### src/rtl/integer_to_radix_digits_assert.svh
// Assertion shorthands for the radix conversion block.
// Both sample on the rising clock and are off while reset is high.
`ifndef INTEGER_TO_RADIX_DIGITS_ASSERT_SVH
`define INTEGER_TO_RADIX_DIGITS_ASSERT_SVH

// Same-cycle implication.
`define ITRD_ASSERT_NOW(name, ante, cons) \
   name: assert property (@(posedge clock) disable iff (reset) (ante) |-> (cons)) \
      else $error("itrd check failed");

// Next-cycle implication.
`define ITRD_ASSERT_NEXT(name, ante, cons) \
   name: assert property (@(posedge clock) disable iff (reset) (ante) |=> (cons)) \
      else $error("itrd check failed");

`endif

### src/rtl/itrd_pkg.sv
`timescale 1ns / 1ps
`default_nettype none

package itrd_pkg;

   localparam int IN_WIDTH    = 64;
   localparam int RADIX_WIDTH = 8;
   localparam int CHAR_WIDTH  = 7;
   localparam int DIGIT_WIDTH = 6;

   localparam logic [RADIX_WIDTH-1:0] RADIX_MIN = 8'd2;
   localparam logic [RADIX_WIDTH-1:0] RADIX_MAX = 8'd36;

   localparam logic [CHAR_WIDTH-1:0] ERROR_CHAR  = 7'd0;
   localparam logic [CHAR_WIDTH-1:0] CHAR_ZERO   = 7'd48;
   localparam logic [CHAR_WIDTH-1:0] CHAR_LETTER = 7'd55;   // 'A' minus ten

   typedef enum logic [2:0] {
      ST_IDLE,
      ST_DIVIDE,
      ST_READ,
      ST_LOAD,
      ST_SEND
   } itrd_state_type;

   typedef struct packed {
      logic                   radix_error;
      logic [DIGIT_WIDTH-1:0] radix;
   } itrd_cmd_type;

   // Map a digit value to its ASCII code; values past 'Z' fall back to '0'.
   function automatic logic [CHAR_WIDTH-1:0] glyph(input logic [DIGIT_WIDTH-1:0] value);
      logic [CHAR_WIDTH-1:0] wide;
      wide = {1'b0, value};
      if (value < 6'd10) begin
         return CHAR_ZERO + wide;
      end else if (value < 6'd36) begin
         return CHAR_LETTER + wide;
      end
      return CHAR_ZERO;
   endfunction

endpackage

`default_nettype wire

### src/rtl/itrd_front.sv
`timescale 1ns / 1ps
`default_nettype none

module itrd_front #(
   parameter int NUMBER_WIDTH = 64
) (
   input  wire logic                               clock,
   input  wire logic                               reset,
   input  wire logic                               req_valid,
   output logic                                    req_stall,
   input  wire logic [itrd_pkg::IN_WIDTH-1:0]      req_number_value,
   input  wire logic [itrd_pkg::RADIX_WIDTH-1:0]   req_radix,
   output logic                                    q_valid,
   input  wire logic                               q_take,
   output logic [NUMBER_WIDTH-1:0]                 q_number,
   output itrd_pkg::itrd_cmd_type                  q_cmd
);

   logic [NUMBER_WIDTH-1:0] num_ff [2];
   itrd_pkg::itrd_cmd_type  cmd_ff [2];
   logic                    wr_ptr_ff, wr_ptr_in;
   logic                    rd_ptr_ff, rd_ptr_in;
   logic [1:0]              fill_ff, fill_in;
   logic                    push;
   logic                    pop;
   itrd_pkg::itrd_cmd_type  cmd_new;

   // classify the radix on the way in
   always_comb begin
      cmd_new.radix_error = (req_radix < itrd_pkg::RADIX_MIN) ||
                            (req_radix > itrd_pkg::RADIX_MAX);
      cmd_new.radix       = req_radix[itrd_pkg::DIGIT_WIDTH-1:0];
   end

   assign req_stall = (fill_ff == 2'd2);
   assign push      = req_valid && !req_stall;
   assign pop       = q_take && q_valid;
   assign q_valid   = (fill_ff != 2'd0);
   assign q_number  = num_ff[rd_ptr_ff];
   assign q_cmd     = cmd_ff[rd_ptr_ff];

   always_comb begin
      wr_ptr_in = push ? !wr_ptr_ff : wr_ptr_ff;
      rd_ptr_in = pop ? !rd_ptr_ff : rd_ptr_ff;
      fill_in   = fill_ff + {1'b0, push} - {1'b0, pop};
   end

   always_ff @(posedge clock) begin
      if (push) begin
         num_ff[wr_ptr_ff] <= req_number_value[NUMBER_WIDTH-1:0];
         cmd_ff[wr_ptr_ff] <= cmd_new;
      end
      if (reset) begin
         wr_ptr_ff <= 1'b0;
         rd_ptr_ff <= 1'b0;
         fill_ff   <= 2'd0;
      end else begin
         wr_ptr_ff <= wr_ptr_in;
         rd_ptr_ff <= rd_ptr_in;
         fill_ff   <= fill_in;
      end
   end

endmodule

`default_nettype wire

### src/rtl/itrd_back.sv
`timescale 1ns / 1ps
`default_nettype none

module itrd_back #(
   parameter int NUMBER_WIDTH = 64,
   parameter int MAX_DIGITS   = 64
) (
   input  wire logic                              clock,
   input  wire logic                              reset,
   input  wire logic                              q_valid,
   output logic                                   q_take,
   input  wire logic [NUMBER_WIDTH-1:0]           q_number,
   input  wire itrd_pkg::itrd_cmd_type            q_cmd,
   output logic                                   rsp_valid,
   input  wire logic                              rsp_stall,
   output logic [itrd_pkg::CHAR_WIDTH-1:0]        rsp_digit_char,
   output logic                                   rsp_last_digit,
   output logic                                   rsp_radix_error
);

   localparam int BIT_W = $clog2(NUMBER_WIDTH);
   localparam int IDX_W = $clog2(MAX_DIGITS);
   localparam int CNT_W = $clog2(MAX_DIGITS + 1);
   localparam int DW    = itrd_pkg::DIGIT_WIDTH;

   itrd_pkg::itrd_state_type state_ff, state_in;

   logic [NUMBER_WIDTH-1:0]         quo_ff, quo_in;
   logic [DW-1:0]                   rem_ff, rem_in;
   logic [DW-1:0]                   radix_ff, radix_in;
   logic [BIT_W-1:0]                bit_ff, bit_in;
   logic [CNT_W-1:0]                count_ff, count_in;
   logic [IDX_W-1:0]                rd_idx_ff, rd_idx_in;
   logic [DW-1:0]                   rd_data_ff;
   logic [itrd_pkg::CHAR_WIDTH-1:0] char_ff, char_in;
   logic                            last_ff, last_in;
   logic                            err_ff, err_in;

   logic [DW-1:0]                   digit_store [MAX_DIGITS];

   logic [DW:0]                     rem_shift;
   logic [DW:0]                     rem_diff;
   logic                            sub_ok;
   logic [DW-1:0]                   rem_step;
   logic [NUMBER_WIDTH-1:0]         quo_step;
   logic                            bit_last;
   logic [CNT_W-1:0]                count_inc;
   logic                            conv_done;
   logic                            store_wr;

   // one restoring division step per cycle
   always_comb begin
      rem_shift = {rem_ff, quo_ff[NUMBER_WIDTH-1]};
      rem_diff  = rem_shift - {1'b0, radix_ff};
      sub_ok    = (rem_shift >= {1'b0, radix_ff});
      rem_step  = sub_ok ? rem_diff[DW-1:0] : rem_shift[DW-1:0];
      quo_step  = {quo_ff[NUMBER_WIDTH-2:0], sub_ok};
      bit_last  = (bit_ff == BIT_W'(NUMBER_WIDTH - 1));
      count_inc = count_ff + CNT_W'(1);
      conv_done = (quo_step == '0) || (count_inc == CNT_W'(MAX_DIGITS));
   end

   always_comb begin
      state_in = state_ff;
      unique case (state_ff)
         itrd_pkg::ST_IDLE: begin
            if (q_valid) begin
               state_in = q_cmd.radix_error ? itrd_pkg::ST_SEND : itrd_pkg::ST_DIVIDE;
            end
         end
         itrd_pkg::ST_DIVIDE: begin
            if (bit_last && conv_done) begin
               state_in = itrd_pkg::ST_READ;
            end
         end
         itrd_pkg::ST_READ: state_in = itrd_pkg::ST_LOAD;
         itrd_pkg::ST_LOAD: state_in = itrd_pkg::ST_SEND;
         itrd_pkg::ST_SEND: begin
            if (!rsp_stall) begin
               state_in = last_ff ? itrd_pkg::ST_IDLE : itrd_pkg::ST_READ;
            end
         end
         default: state_in = itrd_pkg::ST_IDLE;
      endcase
   end

   always_comb begin
      q_take    = 1'b0;
      rsp_valid = 1'b0;
      store_wr  = 1'b0;
      unique case (state_ff)
         itrd_pkg::ST_IDLE:   q_take    = q_valid;
         itrd_pkg::ST_DIVIDE: store_wr  = bit_last;
         itrd_pkg::ST_SEND:   rsp_valid = 1'b1;
         default: ;
      endcase
   end

   always_comb begin
      quo_in    = quo_ff;
      rem_in    = rem_ff;
      radix_in  = radix_ff;
      bit_in    = bit_ff;
      count_in  = count_ff;
      rd_idx_in = rd_idx_ff;
      char_in   = char_ff;
      last_in   = last_ff;
      err_in    = err_ff;
      case (state_ff)
         itrd_pkg::ST_IDLE: begin
            if (q_valid) begin
               quo_in   = q_number;
               radix_in = q_cmd.radix;
               rem_in   = '0;
               bit_in   = '0;
               count_in = '0;
               char_in  = itrd_pkg::ERROR_CHAR;
               last_in  = 1'b1;
               err_in   = 1'b1;
            end
         end
         itrd_pkg::ST_DIVIDE: begin
            quo_in = quo_step;
            rem_in = rem_step;
            bit_in = bit_ff + BIT_W'(1);
            if (bit_last) begin
               rem_in   = '0;
               bit_in   = '0;
               count_in = count_inc;
               if (conv_done) begin
                  rd_idx_in = count_ff[IDX_W-1:0];
               end
            end
         end
         itrd_pkg::ST_LOAD: begin
            char_in = itrd_pkg::glyph(rd_data_ff);
            last_in = (rd_idx_ff == '0);
            err_in  = 1'b0;
         end
         itrd_pkg::ST_SEND: begin
            if (!rsp_stall && !last_ff) begin
               rd_idx_in = rd_idx_ff - IDX_W'(1);
            end
         end
         default: ;
      endcase
   end

   always_ff @(posedge clock) begin
      if (store_wr) begin
         digit_store[count_ff[IDX_W-1:0]] <= rem_step;
      end
      rd_data_ff <= digit_store[rd_idx_ff];
   end

   always_ff @(posedge clock) begin
      quo_ff    <= quo_in;
      rem_ff    <= rem_in;
      radix_ff  <= radix_in;
      bit_ff    <= bit_in;
      rd_idx_ff <= rd_idx_in;
      char_ff   <= char_in;
      last_ff   <= last_in;
      err_ff    <= err_in;
      if (reset) begin
         state_ff <= itrd_pkg::ST_IDLE;
         count_ff <= '0;
      end else begin
         state_ff <= state_in;
         count_ff <= count_in;
      end
   end

   assign rsp_digit_char  = char_ff;
   assign rsp_last_digit  = last_ff;
   assign rsp_radix_error = err_ff;

endmodule

`default_nettype wire

### src/rtl/integer_to_radix_digits.sv
// Integer to radix digits.
// Request channel (req_valid / req_stall): one unsigned number and a radix per
// transfer. Response channel (rsp_valid / rsp_stall): one ASCII digit per
// transfer, most significant first, rsp_last_digit on the final one. Zero
// gives the single digit '0'. A radix outside 2..36 gives one response with
// rsp_radix_error set, rsp_digit_char 0 and rsp_last_digit set.
// A two-entry queue sits between the request side and the converter, so up to
// two requests are taken while the converter is busy or the receiver stalls.
// A bit-serial restoring divider forms each digit as the remainder of a
// full-width division, storing digits least significant first; each digit is
// then read back from the store, loaded and presented (READ, LOAD, SEND).
// A radix error skips the divider. A stalled response holds its payload and
// the converter waits. Reset (synchronous, active high) empties the queue and
// idles the converter; the digit store needs no clearing.
`timescale 1ns / 1ps
`default_nettype none

`include "integer_to_radix_digits_assert.svh"

module integer_to_radix_digits #(
   parameter int NUMBER_WIDTH = 64,
   parameter int MAX_DIGITS   = 64
) (
   input  wire logic                              clock,
   input  wire logic                              reset,
   input  wire logic                              req_valid,
   output logic                                   req_stall,
   input  wire logic [itrd_pkg::IN_WIDTH-1:0]     req_number_value,
   input  wire logic [itrd_pkg::RADIX_WIDTH-1:0]  req_radix,
   output logic                                   rsp_valid,
   input  wire logic                              rsp_stall,
   output logic [itrd_pkg::CHAR_WIDTH-1:0]        rsp_digit_char,
   output logic                                   rsp_last_digit,
   output logic                                   rsp_radix_error
);

   logic                    q_valid;
   logic                    q_take;
   logic [NUMBER_WIDTH-1:0] q_number;
   itrd_pkg::itrd_cmd_type  q_cmd;

   // accept, classify and queue requests
   itrd_front #(
      .NUMBER_WIDTH (NUMBER_WIDTH)
   ) u_front (
      .clock            (clock),
      .reset            (reset),
      .req_valid        (req_valid),
      .req_stall        (req_stall),
      .req_number_value (req_number_value),
      .req_radix        (req_radix),
      .q_valid          (q_valid),
      .q_take           (q_take),
      .q_number         (q_number),
      .q_cmd            (q_cmd)
   );

   // divide, store digits, then emit them in reverse order
   itrd_back #(
      .NUMBER_WIDTH (NUMBER_WIDTH),
      .MAX_DIGITS   (MAX_DIGITS)
   ) u_back (
      .clock           (clock),
      .reset           (reset),
      .q_valid         (q_valid),
      .q_take          (q_take),
      .q_number        (q_number),
      .q_cmd           (q_cmd),
      .rsp_valid       (rsp_valid),
      .rsp_stall       (rsp_stall),
      .rsp_digit_char  (rsp_digit_char),
      .rsp_last_digit  (rsp_last_digit),
      .rsp_radix_error (rsp_radix_error)
   );

   // an error response is always a single, final, blank transfer
   `ITRD_ASSERT_NOW(a_error_form, rsp_valid && rsp_radix_error,
      rsp_last_digit && (rsp_digit_char == itrd_pkg::ERROR_CHAR))

   // a digit response carries a legal character code
   `ITRD_ASSERT_NOW(a_digit_range, rsp_valid && !rsp_radix_error,
      ((rsp_digit_char >= 7'd48) && (rsp_digit_char <= 7'd57)) ||
      ((rsp_digit_char >= 7'd65) && (rsp_digit_char <= 7'd90)))

   // the converter never pops an empty queue
   `ITRD_ASSERT_NOW(a_take_valid, q_take, q_valid)

   // a popped request leaves the converter busy in the following cycle
   `ITRD_ASSERT_NEXT(a_take_busy, q_take, !q_take)

endmodule

`default_nettype wire

### config.mk
export PLATFORM = sky130hd
export DESIGN_NAME = integer_to_radix_digits
export DESIGN_NICKNAME = d
export VERILOG_FILES = /design/src/rtl/itrd_pkg.sv /design/src/rtl/itrd_front.sv /design/src/rtl/itrd_back.sv /design/src/rtl/integer_to_radix_digits.sv
export VERILOG_INCLUDE_DIRS = /design/src /design/src/rtl
export SDC_FILE = /design/constraint.sdc
export NUM_CORES = 1
export LEC_CHECK = 0
export CAP_MARGIN = 10
export CORE_MARGIN = 5
export CORE_UTILIZATION = 35
export CTS_CLUSTER_DIAMETER = 30
export CTS_CLUSTER_SIZE = 40
export DETAILED_ROUTE_END_ITERATION = 16
export DONT_BUFFER_PORTS = 1
export HOLD_SLACK_MARGIN = 0.15
export SYNTH_ARGS = -nofsm -noshare
export SYNTH_HDL_FRONTEND = slang
export SYNTH_SLANG_ARGS = --single-unit
### constraint.sdc
create_clock -name clock -period 11.93 [get_ports clock]
set_clock_uncertainty 0.05 [all_clocks]
set_input_delay 0 -clock clock [delete_from_list [all_inputs] [get_ports clock]]
set_output_delay 0 -clock clock [all_outputs]
set_load 0.02 [all_outputs]
**Word level (Yosys, flattened, before mapping)**

Memories as Yosys holds them, arrays and structs flattened. A register that Yosys moved wholly into a read port is not among the register bits.
Cells that the tools add are included.

- Output and inout bits: 11
- Bits in writable memories: 526
- Flip-flop bits (word level): 111
- Logic and storage cells: 108
- Memories kept: 3

- $add $sub $neg: 8
- Reduce and logical (&&, ||, !) cells: 24
- $lt $le $gt $ge: 5
- Mux-type cells: 42
- Equal/unequal tests: 13

Memories:

| name | words | bits a word | rd ports | clocked after Yosys merged registers in | write ports | RTL line | RTL |
|---|---|---|---|---|---|---|---|
| u_back.digit_store | 64 | 6 | 1 | 1 | 1 | itrd_back.sv:39 | `logic [DW-1:0] digit_store [MAX_DIGITS];` |
| u_front.num_ff | 2 | 64 | 1 | 1 | 1 | itrd_front.sv:19 | `logic [NUMBER_WIDTH-1:0] num_ff [2];` |
| u_front.cmd_ff | 2 | 7 | 1 | 1 | 1 | itrd_front.sv:20 | `itrd_pkg::itrd_cmd_type cmd_ff [2];` |

Operators with widths:

| cell | number |
|---|---|
| case mux 64 bit (2 select lines) | 1 |
| logical NOT 64 bit | 1 |
| 2-to-1 mux 64 bit | 1 |
| 2-to-1 mux 6 bit | 7 |
| case mux 6 bit (2 select lines) | 3 |
| 2-to-1 mux 7 bit | 5 |
| case mux 7 bit (2 select lines) | 2 |
| 2-to-1 mux 1 bit | 15 |
| case mux 3 bit (5 select lines) | 1 |
| adder 6 x 6 -> 7 bit (first input constant) | 2 |
| 2-to-1 mux 3 bit | 4 |
| inequality test 2 x 1 -> 1 bit (second input constant) | 5 |
| greater-than comparator 8 x 6 -> 1 bit (second input constant) | 1 |
| < comparator 8 x 2 -> 1 bit (second input constant) | 1 |
| nonzero test 2 bit | 4 |
| adder 7 x 1 -> 7 bit (second input constant) | 1 |
| == test 7 bit (second input constant) | 1 |
| greater-or-equal comparator 7 x 6 -> 1 bit | 1 |
| adder 6 x 1 -> 6 bit (second input constant) | 1 |
| == test 3 x 2 -> 1 bit (second input constant) | 2 |
| == test 6 bit (second input constant) | 1 |
| logical NOT 6 bit | 1 |
| < comparator 6 x 4 -> 1 bit (second input constant) | 1 |
| < comparator 6 bit (second input constant) | 1 |
| 17 further kinds | 29 |

**Logic depth before layout (Yosys ltp)**

Gate-level depths: netlist of run 1.

- Depth after elaboration: 6
- Mapped depth: 10
- Gate-level depth less buffers: 9

**Cells and area by module**

Synthesis of run 1 repeated with hierarchy kept, for this count alone.

- Cell total of the unflattened synthesis: 1513
- Area total of the unflattened synthesis: 25841.0 sq um

Modules (own cells, without submodules):

| module | area an instance (sq um) | cells an instance | sequential area each (sq um) | instances |
|---|---|---|---|---|
| itrd_back | 20450.9 | 1260 | 14764.2 | 1 |
| itrd_front | 5390.2 | 253 | 4364.2 | 1 |

**Worst setup path before layout of run 1**

No wires, ideal clock.

- Path type: register to register
- Start: register u_front.fill_ff[0]
- End: memory u_front.cmd_ff[0][0] (netlist name) (enable)
- Clock period less this slack: 4.079 ns
- Slack: 7.851 ns
- Cell stages (with the launch flop): 5
- Arrival: 3.528 ns
- Buffers on the path: 0
- Data required time: 11.380 ns
- Library setup time: 0.500 ns
- Path through: dfxtp_1 -> inv_1 -> nand2_1 -> nand2_1 -> nor2_1

- Word-level cells in the longest chain between the ends: 5

RTL lines:

| item | RTL line | RTL |
|---|---|---|
| start, declared | itrd_front.sv:23 | `logic [1:0] fill_ff, fill_in;` |
| start signal, assigned | itrd_front.sv:60 | `fill_ff <= fill_in;` |
| == test 2 bit | itrd_front.sv:35 | `assign req_stall = (fill_ff == 2'd2);` |
| logical NOT 1 bit | itrd_front.sv:36 | `assign push = req_valid && !req_stall;` |
| logical AND 1 bit | itrd_front.sv:36 |  |
| 2-to-1 mux 1 bit | itrd_front.sv:49 | `if (push) begin` |
| 2-to-1 mux 1 bit (not written as such) | itrd_front.sv:51 | `cmd_ff[wr_ptr_ff] <= cmd_new;` |
| end, declared | itrd_front.sv:20 |  |

No other way between the ends.

==> impl_metrics.tcl, run 1 <==
set metrics [dict create \
    status "finished clean" \
    arrival_ns 4.10 \
    p_int_mw 6.23 \
    fin_nets 1761 \
    synth_top_cells_by_area "edfxtp_1 73%, mux4_2 7.9%, mux2i_1 3.0%, dfxtp_1 1.6%, nand2_1 1.6%" \
    antenna_found_initial 1 \
    worst_hold_path.num_cells 4 \
    power-per-cell-area_mw_per_mm2 268 \
    drive_gt1_share_pct 19.4 \
    root_buffer "clkbuf_16" \
    finalPower_mw 8.65 \
    ff2ff_path_depth 6 \
    synth_area_leader_cell "edfxtp_1" \
    rr_startpoint "u_back.rd_idx_ff[0]$_DFFE_PP_" \
    placement.cell_area_mm2 0.0266 \
    hpwl_um 34000 \
    chipWidth_um 280 \
    timing.rr.end "u_back.rd_data_ff[0]$_DFF_P_" \
    portion_of_the_post_synthesis_area_used_by_sequential_elements_pct 74.7 \
    timing.max_slew.rel_slack_pct 21.4 \
    clk_latency_ns 0.66 \
    post_cts_resized 0 \
    start_util_pct 35.2 \
    fin_crit_ns 3.62 \
    setup_viol_count_final 0 \
    worst_pin_slew_ns 1.18 \
    timing.max_cap.violations 0 \
    synth_area_mm2 0.0256 \
    synth.top_cells.by_count "623 x edfxtp_1, 108 x nand2_1, 97 x nor2_1" \
    tritoncts.num_buffers 119 \
    synth.lib_cells_used.distinct 61 \
    p_sw_share_pct 28.0 \
    hold_path_class "in2reg" \
    critical_path.endpoint_type "flop" \
    synth_flop_cell "edfxtp_1" \
    combinationalPowerShare_pct 17.3 \
    total_negative_slack_ns 0 \
    setup_ws_ns 8.31 \
    number_of_primary_i_o_pins 87 \
    vias_post_dr 14000 \
    port_buf_inserts 0 \
    critPathRequiredTime_ns 12.42 \
    vias_per_cell 5.13 \
    preCtsSetupSlack_ns 8.27 \
    hold_start "req_valid" \
    clock_power_share_pct 39.4 \
    overflow 0 \
    drt_iter0_drc 1132 \
    seq_power_share_pct 43.3 \
    worst_hold_path.endpoint "u_front.wr_ptr_ff$_SDFFE_PP0P_" \
    antenna_cells 0 \
    die_height_um 280 \
    crit_path_max_fanout 52 \
    num_rows 99 \
    post-synth-top-area-fraction_pct 73.1 \
    finalHoldViolations 0 \
    startpoint_type_of_the_worst_setup_path "flop" \
    total_switching_power_mw 2.42 \
    wl_per_cell_um 21.3 \
    slack_of_the_worst_reg_to_reg_path_ns 8.31 \
    htreeDepth 3 \
    drt-pass1-iter-count 5 \
    grt.total_usage_pct 14.5 \
    tritoncts "built" \
    max-vdd-ir-drop_mv 0.469 \
    die_area_mm2 0.0787 \
    grt_setup_unrepaired "false" \
    areaGrowthSynthToFinish_pct 25.9 \
    layout.cell_area.non_filler_mm2 0.0322 \
    fmax_ghz 0.277 \
    post-route-drc-count 0 \
    synth-warning-count 0 \
    global_route_wire_length_before_repair_um 88100 \
    syn_nets 1544 \
    grt_max_degree 78 \
    clock_sinks 644 \
    postSynth.asyncResetShare_pct 0 \
    layout_worst_path_cycle_share_pct 30.3 \
    synthesis.area_per_instance_um2 17.7 \
    synth.ff_latch_count 644 \
    floorplan.core_area_mm2 0.0727 \
    place_congestion 0.792 \
    final-max-slew-violation-count 0 \
    detail-route-antenna-nets 0 \
    filler_cell_count 6154 \
    worstSetupPathType "reg2reg" \
    finalCoreUtilization_pct 44.3 \
    ctsLongestPathBuffers 3 \
    postRouteWirelength_um 58100 \
    syn-instance-count 1450 \
    synth_enable_flop_cells 623 \
    path_clk_slew_ns 0.05 \
    first_global_vias 14600 \
    yosys.cell_count.top_type "edfxtp_1" \
    leakage_nw 10.6 \
]
-- power by group through the flow --
stage	Clock, mW	Sequential, mW	Combinational, mW
floorplan	0	3.74	0.880
global placement	0	3.78	1.38
detailed placement	0	3.79	1.45
CTS	3.45	3.75	1.50
global route	3.58	3.77	1.67
finish	3.41	3.75	1.50
-- what timing repair did --
item                      4_1_cts  5_1_grt
hold endpoints to repair      234        0
buffers inserted                0        0
hold buffers                  148        0
-- how the worst max path moves through the flow --
stage,slack [ns],cells past startpoint,startpoint,to
2_1_floorplan,7.85,4,u_front.fill_ff[0]$_SDFF_PP0_,u_front.cmd_ff[0][0]$_DFFE_PP_
3_3_place_gp,8.31,6,u_back.rd_idx_ff[0]$_DFFE_PP_,u_back.rd_data_ff[0]$_DFF_P_
3_5_place_dp,8.27,6,u_back.rd_idx_ff[0]$_DFFE_PP_,u_back.rd_data_ff[0]$_DFF_P_
4_1_cts,8.24,6,u_back.rd_idx_ff[0]$_DFFE_PP_,u_back.rd_data_ff[1]$_DFF_P_
5_1_grt,8.03,6,u_back.rd_idx_ff[0]$_DFFE_PP_,u_back.rd_data_ff[0]$_DFF_P_
6_report,8.31,6,u_back.rd_idx_ff[0]$_DFFE_PP_,u_back.rd_data_ff[0]$_DFF_P_
-- routing by layer --
metal / up-vias / global-route usage [%] / wire length, um
li1: 6222 / - / -
met1: 7119 / 19.3 / 24300
met2: 547 / 23.6 / 28100
met3: 93 / 4.29 / 4450
met4: 2 / 3.82 / 1200
met5: - / 0 / 13
-- through the flow --
step	hold WS, ns	cells
floorplan	0.0191	1450
global placement	0.0250	2356
detailed placement	0.0255	2356
CTS	0.214	2725
global route	0.295	2726
finish	0.274	2726
-- sequential cells by signal, indices dropped and copies added, names as in the netlist, named ones only --
register and cells:
u_back.quo_ff 64, u_back.state_ff 3, u_front.rd_ptr_ff 1, u_back.rd_data_ff 6, u_back.rd_idx_ff 6, u_back.rsp_radix_error 1
u_back.rsp_last_digit 1, u_back.radix_ff 6, u_back.bit_ff 6, u_front.fill_ff 2, u_back.digit_store 384, u_back.count_ff 7
u_back.rsp_digit_char 7, u_back.rem_ff 6, u_front.num_ff 128, u_front.cmd_ff 14, u_front.wr_ptr_ff 1
-- critical path, stage by stage, from the launching register on --
cell and delay, ns:
edfxtp_1 0.36, buf_4 0.74, buf_4 0.88, mux4_2 0.61
o22ai_1 0.34, a211oi_1 0.12, a31o_2 0.28
-- logic make-up after synthesis --
logic type               after synthesis  share of synthesized area, %
flip-flops                           644                          74.7
adder cells (fa/ha/maj)               18                         0.909
multiplexers                         192                          12.1
AND/OR/NAND/NOR                      309                          5.64
buffers and inverters                 93                          1.73
XOR/XNOR                              21                         0.718
AO/OA/AOI/OAI                        173                          4.14
-- layout by cell type (no fill, tap or decap), types with 7 or more instances in the layout --
cell type / Yosys / final
edfxtp_1: 623 / 623
dlygate4sd3_1: 0 / 148
clkbuf_16: 0 / 121
nand2_1: 108 / 107
nor2_1: 97 / 96
mux4_2: 90 / 90
o21ai_0: 78 / 78
mux2i_1: 78 / 77
clkinv_2: 0 / 26
o22ai_1: 25 / 25
mux2_2: 22 / 22
inv_1: 22 / 21
bufinv_16: 0 / 21
nand3_1: 20 / 20
nor4_1: 20 / 20
dfxtp_1: 21 / 20
a21oi_1: 17 / 17
ha_1: 17 / 17
buf_4: 5 / 17
clkbuf_1: 32 / 15
clkinvlp_4: 0 / 14
xnor2_1: 13 / 13
clkinv_1: 0 / 13
or3_1: 9 / 9
nor3_1: 8 / 8
xor2_1: 8 / 8
and2_1: 7 / 7
-- cell type report --
type | count | area, um^2 | share of cell area (%)
clock buffers | 136 | 3080 | 9.57
multi-input cells | 713 | 6060 | 18.8
inverters | 23 | 86.3 | 0.268
repair buffers | 166 | 1630 | 5.05
clock inverters | 85 | 1050 | 3.25
flip-flops and latches | 644 | 19100 | 59.3
well taps | 959 | 1200 | 3.72
(Power assumes the default switching activity.)
==> run 2, diff against run 1 <==
==> constraint.sdc (replaced) <==
create_clock -name clock -period 3.4 [get_ports clock]
set_clock_uncertainty 0.05 [all_clocks]
set_input_delay 0 -clock clock [delete_from_list [all_inputs] [get_ports clock]]
set_output_delay 0 -clock clock [all_outputs]
set_load 0.02 [all_outputs]
==> impl_metrics.tcl, run 2 (synthesis gave the netlist of run 1 again) <==
set metrics [dict create \
    most-common-layout-cells "623 x edfxtp_1, 147 x dlygate4sd3_1, 122 x clkbuf_16" \
    grt_max_degree 73 \
    num_rows 99 \
    first_global_vias 14800 \
    filler_cell_count 6151 \
    wl_per_cell_um 20.7 \
    clk_latency_ns 0.65 \
    vias_per_cell 5.06 \
    finalHoldViolations 0 \
    clock_sinks 644 \
    postRouteWirelength_um 57000 \
    antenna_found_initial 2 \
    layout.cells.most_common "edfxtp_1" \
    layout.cell_area.non_filler_mm2 0.0325 \
    detail-route-antenna-nets 0 \
    number_of_primary_i_o_pins 87 \
    tritoncts "built" \
    status "finished clean" \
    largest_reg_flops 384 \
    finish.cell_count_without_fillers 2753 \
    timing.max_slew.rel_slack_pct 28.5 \
    timing.max_cap.violations 0 \
    drive_gt1_share_pct 21.4 \
    post-cts-setup-buffers 0 \
    seq_power_share_pct 42.8 \
    fin_nets 1783 \
    htreeDepth 3 \
    overflow 0 \
    power-per-cell-area_mw_per_mm2 940 \
    clock_power_share_pct 39.4 \
    startpoint_type_of_the_worst_setup_path "flop" \
    tritoncts.num_buffers 121 \
    placement.cell_area_mm2 0.0268 \
    ff2ff_path_depth 6 \
    critPathRequiredTime_ns 3.82 \
    fin_crit_ns 3.10 \
    chipWidth_um 280 \
    p_sw_share_pct 28.7 \
    root_buffer "clkbuf_16" \
    place_congestion 0.850 \
    worst_pin_slew_ns 1.07 \
    combinationalPowerShare_pct 17.8 \
    ctsLongestPathBuffers 3 \
    start_util_pct 35.2 \
    floorplan.core_area_mm2 0.0727 \
    hpwl_um 34700 \
    hold_path_class "in2reg" \
    global_route_wire_length_before_repair_um 87800 \
    leakage_nw 10.7 \
    slack_of_the_worst_reg_to_reg_path_ns 0.30 \
    critical_path.endpoint_type "flop" \
    fmax_ghz 0.322 \
    dpl.cell_count 2378 \
    grt_setup_unrepaired "false" \
    drt_iter0_drc 1068 \
    worst_hold_path.num_cells 4 \
    path_clk_slew_ns 0.05 \
    final-max-slew-violation-count 0 \
    crit_path_max_fanout 31 \
    total_switching_power_mw 8.78 \
    worstSetupPathType "reg2reg" \
    vias_post_dr 13900 \
    layout_worst_path_cycle_share_pct 91.3 \
    p_int_mw 21.8 \
    die_area_mm2 0.0787 \
    setup_viol_count_final 0 \
    port_buf_inserts 0 \
    drt-pass1-iter-count 5 \
    arrival_ns 3.52 \
    areaGrowthSynthToFinish_pct 27.0 \
    grt.total_usage_pct 14.4 \
    die_height_um 280 \
    max-vdd-ir-drop_mv 0.806 \
    post-route-drc-count 0 \
    total_negative_slack_ns 0 \
]
-- run 2: cell types whose count changed in the layout (fill, tap and decap cells not counted), sizes merged --
cell,previous run,this run
buf,18,39
inv,28,45
clkbuf,136,126
bufinv,21,16
clkinvlp,14,19
clkinv,45,43
diode,0,2
dlygate4sd3,148,147
-- run 2: repair_timing --
item / in CTS / in global routing
endpoints found under the hold margin: 305 / 0
endpoints found under the setup margin: 0 / 64
resized for setup: 0 / 1
hold buffers: 147 / 0
-- run 2: final timing paths --
kind	startpoint	endpoint
setup / recovery	u_back.rem_ff[1]$_SDFFCE_PP0P_	u_back.digit_store[21][1]$_DFFE_PP_
hold / removal	req_valid	u_front.wr_ptr_ff$_SDFFE_PP0P_
setup reg to reg	u_back.rem_ff[1]$_SDFFCE_PP0P_	u_back.digit_store[21][1]$_DFFE_PP_
hold reg to reg	u_back.count_ff[6]$_SDFFE_PP0P_	u_back.count_ff[6]$_SDFFE_PP0P_
-- run 2: per-stage QoR --
stage / setup slack (ns) / hold WS [ns] / utilization (%) / power, mW
2_1_floorplan: 0.224 / 0.0191 / - / 16.2
3_3_place_gp: 0.250 / 0.0235 / 36.9 / 18.3
3_5_place_dp: 0.146 / 0.0293 / 36.9 / 18.6
4_1_cts: 0.121 / 0.223 / 44.7 / 30.8
5_1_grt: 0.0964 / 0.259 / 44.7 / 31.8
6_report: 0.297 / 0.258 / 44.7 / 30.6
-- run 2: per-layer routing --
layer / track usage [%] / wire length (um) / vias to the layer above / share of wire [%]
met1: 18.8 / 24000 / 7112 / 42
met3: 3.13 / 3380 / 91 / 5.9
met5: 0 / 0 / - / 0
met2: 24.2 / 28500 / 439 / 50
li1: - / - / 6288 / -
met4: 4.47 / 1150 / 0 / 2.0
-- run 2: final cells by class --
| class | instances | area [um^2] | share of cell area, % |
|---|---|---|---|
| flip-flops and latches | 644 | 19100 | 58.8 |
| multi-input cells | 713 | 6060 | 18.6 |
| clock buffers | 126 | 3070 | 9.43 |
| repair buffers | 186 | 1840 | 5.66 |
| well taps | 959 | 1200 | 3.69 |
| clock inverters | 100 | 1130 | 3.48 |
| inverters | 23 | 86.3 | 0.265 |
| diodes | 2 | 5.00 | 0.0154 |
-- run 2: power by group through the flow --
stage / Sequential (mW) / Combinational, mW / Clock [mW]
2_1_floorplan: 13.1 / 3.10 / 0
3_3_place_gp: 13.2 / 5.07 / 0
3_5_place_dp: 13.2 / 5.34 / 0
4_1_cts: 13.1 / 5.53 / 12.2
5_1_grt: 13.2 / 6.02 / 12.6
6_report: 13.1 / 5.44 / 12.0
-- run 2: critical path, cell delays in order (launching register included) --
cell	delay [ns]
edfxtp_1	0.38
ha_1	0.36
a21oi_1	0.17
o21ai_0	0.12
a41oi_1	0.75
mux2_2	0.75
buf_4	0.34
